--- src/rwcs_pkg.sv ---
// Package for the radial wind cell source: shared widths, pipeline depths,
// register indexes and build-time options. No dependencies.
`default_nettype none
package rwcs_pkg;

    // Number of active axes and whether kinetic energy is added to the thermal term.
    localparam int RANK        = 3;
    localparam int ADD_KINETIC = 1;
    localparam int NUM_AXES    = 3;

    // Iterative units: one register level for the operands, then one level per bit.
    localparam int ROOT_W    = 32;
    localparam int RAD_W     = 2 * ROOT_W;
    localparam int QUO_W     = 32;
    localparam int DVD_W     = 2 * QUO_W;
    localparam int ITER_LAT  = QUO_W + 1;

    // Configuration port.
    localparam int CFG_IDX_W  = 3;
    localparam int CFG_DATA_W = 32;

    localparam logic [CFG_IDX_W-1:0] REG_CENTER_X       = 3'd0;
    localparam logic [CFG_IDX_W-1:0] REG_CENTER_Y       = 3'd1;
    localparam logic [CFG_IDX_W-1:0] REG_CENTER_Z       = 3'd2;
    localparam logic [CFG_IDX_W-1:0] REG_WIND_RADIUS    = 3'd3;
    localparam logic [CFG_IDX_W-1:0] REG_MIN_RADIUS     = 3'd4;
    localparam logic [CFG_IDX_W-1:0] REG_WIND_DENSITY   = 3'd5;
    localparam logic [CFG_IDX_W-1:0] REG_WIND_SPEED     = 3'd6;
    localparam logic [CFG_IDX_W-1:0] REG_THERMAL_ENERGY = 3'd7;

    localparam logic [31:0] SAT32 = 32'hFFFF_FFFF;

endpackage
`default_nettype wire

--- src/rwcs_sqrt.sv ---
// Pipelined integer square root, one result bit per register level.
// Depends on rwcs_pkg.
`default_nettype none
module rwcs_sqrt (
    input  wire logic                       i_clk,
    input  wire logic [rwcs_pkg::RAD_W-1:0] i_rad,
    output logic      [rwcs_pkg::ROOT_W-1:0] o_root
);
    import rwcs_pkg::*;

    // The partial remainder never exceeds twice the partial root.
    logic [ROOT_W+1:0] r_rem  [0:ROOT_W];
    logic [RAD_W-1:0]  r_rad  [0:ROOT_W];
    logic [ROOT_W-1:0] r_root [0:ROOT_W];

    always_ff @(posedge i_clk) begin
        r_rem[0]  <= '0;
        r_rad[0]  <= i_rad;
        r_root[0] <= '0;
    end

    for (genvar k = 0; k < ROOT_W; k++) begin : g_step
        logic [ROOT_W+3:0] w_trial;
        logic [ROOT_W+3:0] w_test;
        logic              w_ge;

        assign w_trial = {r_rem[k], r_rad[k][RAD_W-1 -: 2]};
        assign w_test  = {2'b00, r_root[k], 2'b01};
        assign w_ge    = (w_trial >= w_test);

        always_ff @(posedge i_clk) begin
            if (w_ge) begin
                r_rem[k+1] <= (ROOT_W+2)'(w_trial - w_test);
            end else begin
                r_rem[k+1] <= w_trial[ROOT_W+1:0];
            end
            r_root[k+1] <= {r_root[k][ROOT_W-2:0], w_ge};
            r_rad[k+1]  <= {r_rad[k][RAD_W-3:0], 2'b00};
        end
    end

    assign o_root = r_root[ROOT_W];

endmodule
`default_nettype wire

--- config.mk ---
export PLATFORM = sky130hd
export DESIGN_NAME = rwcs_sqrt
export DESIGN_NICKNAME = d
export VERILOG_FILES = /design/src/rwcs_pkg.sv /design/src/rwcs_sqrt.sv
export SDC_FILE = /design/constraint.sdc
export NUM_CORES = 2
export LEC_CHECK = 0
export BUFFER_PORTS_ARGS = -buffer_cell sky130_fd_sc_hd__buf_2
export CAP_MARGIN = 20
export CORE_ASPECT_RATIO = 1.4
export CORE_MARGIN = 4
export CORE_UTILIZATION = 47
export CTS_CLUSTER_SIZE = 30
export DETAILED_ROUTE_END_ITERATION = 6
export GPL_ROUTABILITY_DRIVEN = 0
export PLACE_DENSITY_LB_ADDON = 0.1
export SETUP_SLACK_MARGIN = 0.5
export SYNTH_ARGS = -nofsm -noshare
export SYNTH_HDL_FRONTEND = slang
export SYNTH_MEMORY_MAX_BITS = 65536
export SYNTH_SLANG_ARGS = --single-unit
--- constraint.sdc ---
create_clock -name i_clk -period 3.8 [get_ports i_clk]
set_input_delay 0.57 -clock i_clk [delete_from_list [all_inputs] [get_ports i_clk]]
set_output_delay 0.57 -clock i_clk [all_outputs]
set_load 0.01 [all_outputs]
==> metrics <==
Place WS=0.1062 ns; top cell type's share of synthesized area=55.24%; Final Power=71.69 mW; Max-Cap Viols=0; clk slew on worst S/H paths=0.07 ns; first-pass GRT wire length=335000 um; H-tree lvl count=4; placed cell areas=97550 um^2; WL/cell=17.26 um; cell with the most instances after synthesis=dfxtp_1; sw power=20.01 mW; Flop pwr share=48.8%; CTS tree=done; Area Overhead vs Synth=14.91%; setup TNS=0 ns; Leakage=50.12 nW; main area contributors after synthesis=dfxtp_1, ha_1, xor2_1; largest net degree at the start of global routing=44; total CTS buffers=240; final hold vios=0; standard-cell rows=193; final instance area=107700 um^2; Detail Route Antenna Nets=0; dominant cell type by area after synthesis=dfxtp_1; Post-synth ARST share=0%; via count=63950; Hold Slack=0.2473 ns; Least-Margin Pin Slew=0.9447 ns; core area=198000 um^2; 1st-iter DRT viols=3003; combinational cell fraction of total power=15.6%; RSZ-0062 raised after global routing=yes; Yosys cell types=93; Finished Core Util=54.41%; vias in the first global route=64160; Post-layout nets=10160; Clock Latency Late Sink=0.86 ns; sequential cell area fraction in the yosys report=55.24%; Ys Warns=0; total die area=206800 um^2; die width=385.5 um; Synth Instances=9219; Final Skew=0.07843 ns; DP Wirelength=165000 um; Routed WL=213400 um; post-synthesis cell area=93760 um^2; Clock power frac=35.6%; PortBufs=96; status=completed; EDFF count, synth=0; maximum vdd drop=0.0006679 V; Max Slew Vio Count=0; kind of critical path=reg -> reg; top_reg_cell synth=dfxtp_1; filler cell count=17540; cell internal pwr=51.68 mW; hold crit path type=reg -> reg; CP endpoint kind=register; CP required=4.58 ns; gr ovfl total=0; Switching Fraction=27.91%; CP startpoint kind=register; Synth Register Bits=2587; Final Non-Filler Cells=12370; number of instances in the placed design=11840; Final min period=3.230 ns; Worst Path Max Fanout=4; Pre-antenna DRT Iters=5; clock sink count=2587; IO Pins=97; starting density of the core=47.35%; Power Dens Cells=665.4 nW/um^2; CP arrival=4.01 ns; synthesized area per cell=10.17 um^2; die height=536.5 um; Slew headroom=36.02%; clock buffer depth=4; Mapped Nets=9846; Total Routing Usage GR=20.23%; commonest cells in the netlist=dfxtp_1, inv_1, nand2_1; post-DR vias/cell=5.171; final count of negative-setup-slack endpoints=0; maximum clock rate=0.3096 GHz; period utilisation layout=84.99%; Clock Root Buffer=clkbuf_16; share of cells above drive strength 1=8.994%; initial antenna violation count=6; DRC=0; fin worst setup slack=0.5702 ns
power groups by stage:
stage / combinational, mW / clock [mW] / sequential [mW]
floorplan: 8.46 / 0 / 34.1
global placement: 10.8 / 0 / 35.6
detailed placement: 10.9 / 0 / 35.6
CTS: 11.1 / 26.3 / 35.0
global route: 12.5 / 27.3 / 35.5
finish: 11.2 / 25.5 / 35.0
critical path, cell delays in order (launching register included):
cell and delay (ns):
dfxtp_1 0.50, ha_1 0.34, o21ai_0 0.15, a211oi_1 0.12, buf_4 0.18, a2111oi_0 0.47, a21o_1 0.26, o21ai_0 0.15
buf_4 0.17, nand3_1 0.07, nand2_1 0.10, a2111oi_1 0.46, xor2_1 0.18
registers in the layout, summed over array words and instances (netlist names):
| register | count |
|---|---|
| r_root | 528 |
| r_rad | 1056 |
| r_rem | 1003 |
layout by cell type, fill, tap and decap left out, types with 106 or more instances in the layout:
cell type / netlist / routed
nor3_1: 230 / 218
o21ai_0: 525 / 513
ha_1: 562 / 561
a21o_1: 280 / 280
nor2_1: 542 / 538
xnor2_1: 417 / 417
nand3_1: 143 / 140
nand2_1: 676 / 676
xor2_1: 441 / 441
inv_1: 701 / 701
dfxtp_1: 2587 / 2581
clkbuf_16: 0 / 242
a21oi_1: 518 / 510
nand4_1: 106 / 106
layout make-up:
cell class | count | area [um^2] | share of cell area [%]
Antenna cell | 7 | 17.52 | 0.01626
Clock buffer | 305 | 6713 | 6.230
Clock inverter | 131 | 1894 | 1.758
Inverter | 706 | 2656 | 2.465
Multi-Input combinational cell | 5741 | 39390 | 36.56
Sequential cell | 2587 | 51800 | 48.07
Tap cell | 2632 | 3293 | 3.056
Timing Repair Buffer | 259 | 1981 | 1.838
kinds of logic (layout without fill, tap and decap cells):
kind of cell,after synthesis,after routing,share of synthesized area (%)
simple gates,2389,2390,12.55
buf+inv,892,1401,3.592
compound gates,1868,1868,12.37
mux,62,62,0.7300
xor+xnor,858,858,8.015
fa+ha+maj,562,562,7.500
other cells,1,8,0.004000
flops,2587,2587,55.24
metal layers:
layer / global-route usage, % / vias to the layer above / share of wire (%) / routed length (um)
met2: 39.73 / 1261 / 54 / 115400
met4: 11.24 / 0 / 6.1 / 13090
met5: 0 / - / 0 / 0
li1: - / 32140 / - / -
met1: 20.30 / 29960 / 37 / 78290
met3: 2.539 / 592 / 3.1 / 6661
worst paths after layout:
path / depth (start not counted) / startpoint / end / slack (ns)
setup / recovery: 12 / r_rem[20][0] / r_rem[21][23] / 0.57
hold / removal: 0 / r_rad[0][340] / r_rad[0][406] / 0.25
setup reg to reg: 12 / r_rem[20][0] / r_rem[21][23] / 0.57
hold reg to reg: 0 / r_rad[0][340] / r_rad[0][406] / 0.25
timing repair:
item / 4_1_cts / 5_1_grt
hold buffers: 64 / 0
hold endpoints to repair: 64 / 0
setup endpoints to repair: 107 / 362
buffers inserted: 7 / 16
resized for setup: 36 / 126
pin swaps: 3 / 17
cloned: 1 / 0
Note: power is estimated with default switching activity, not from simulation.
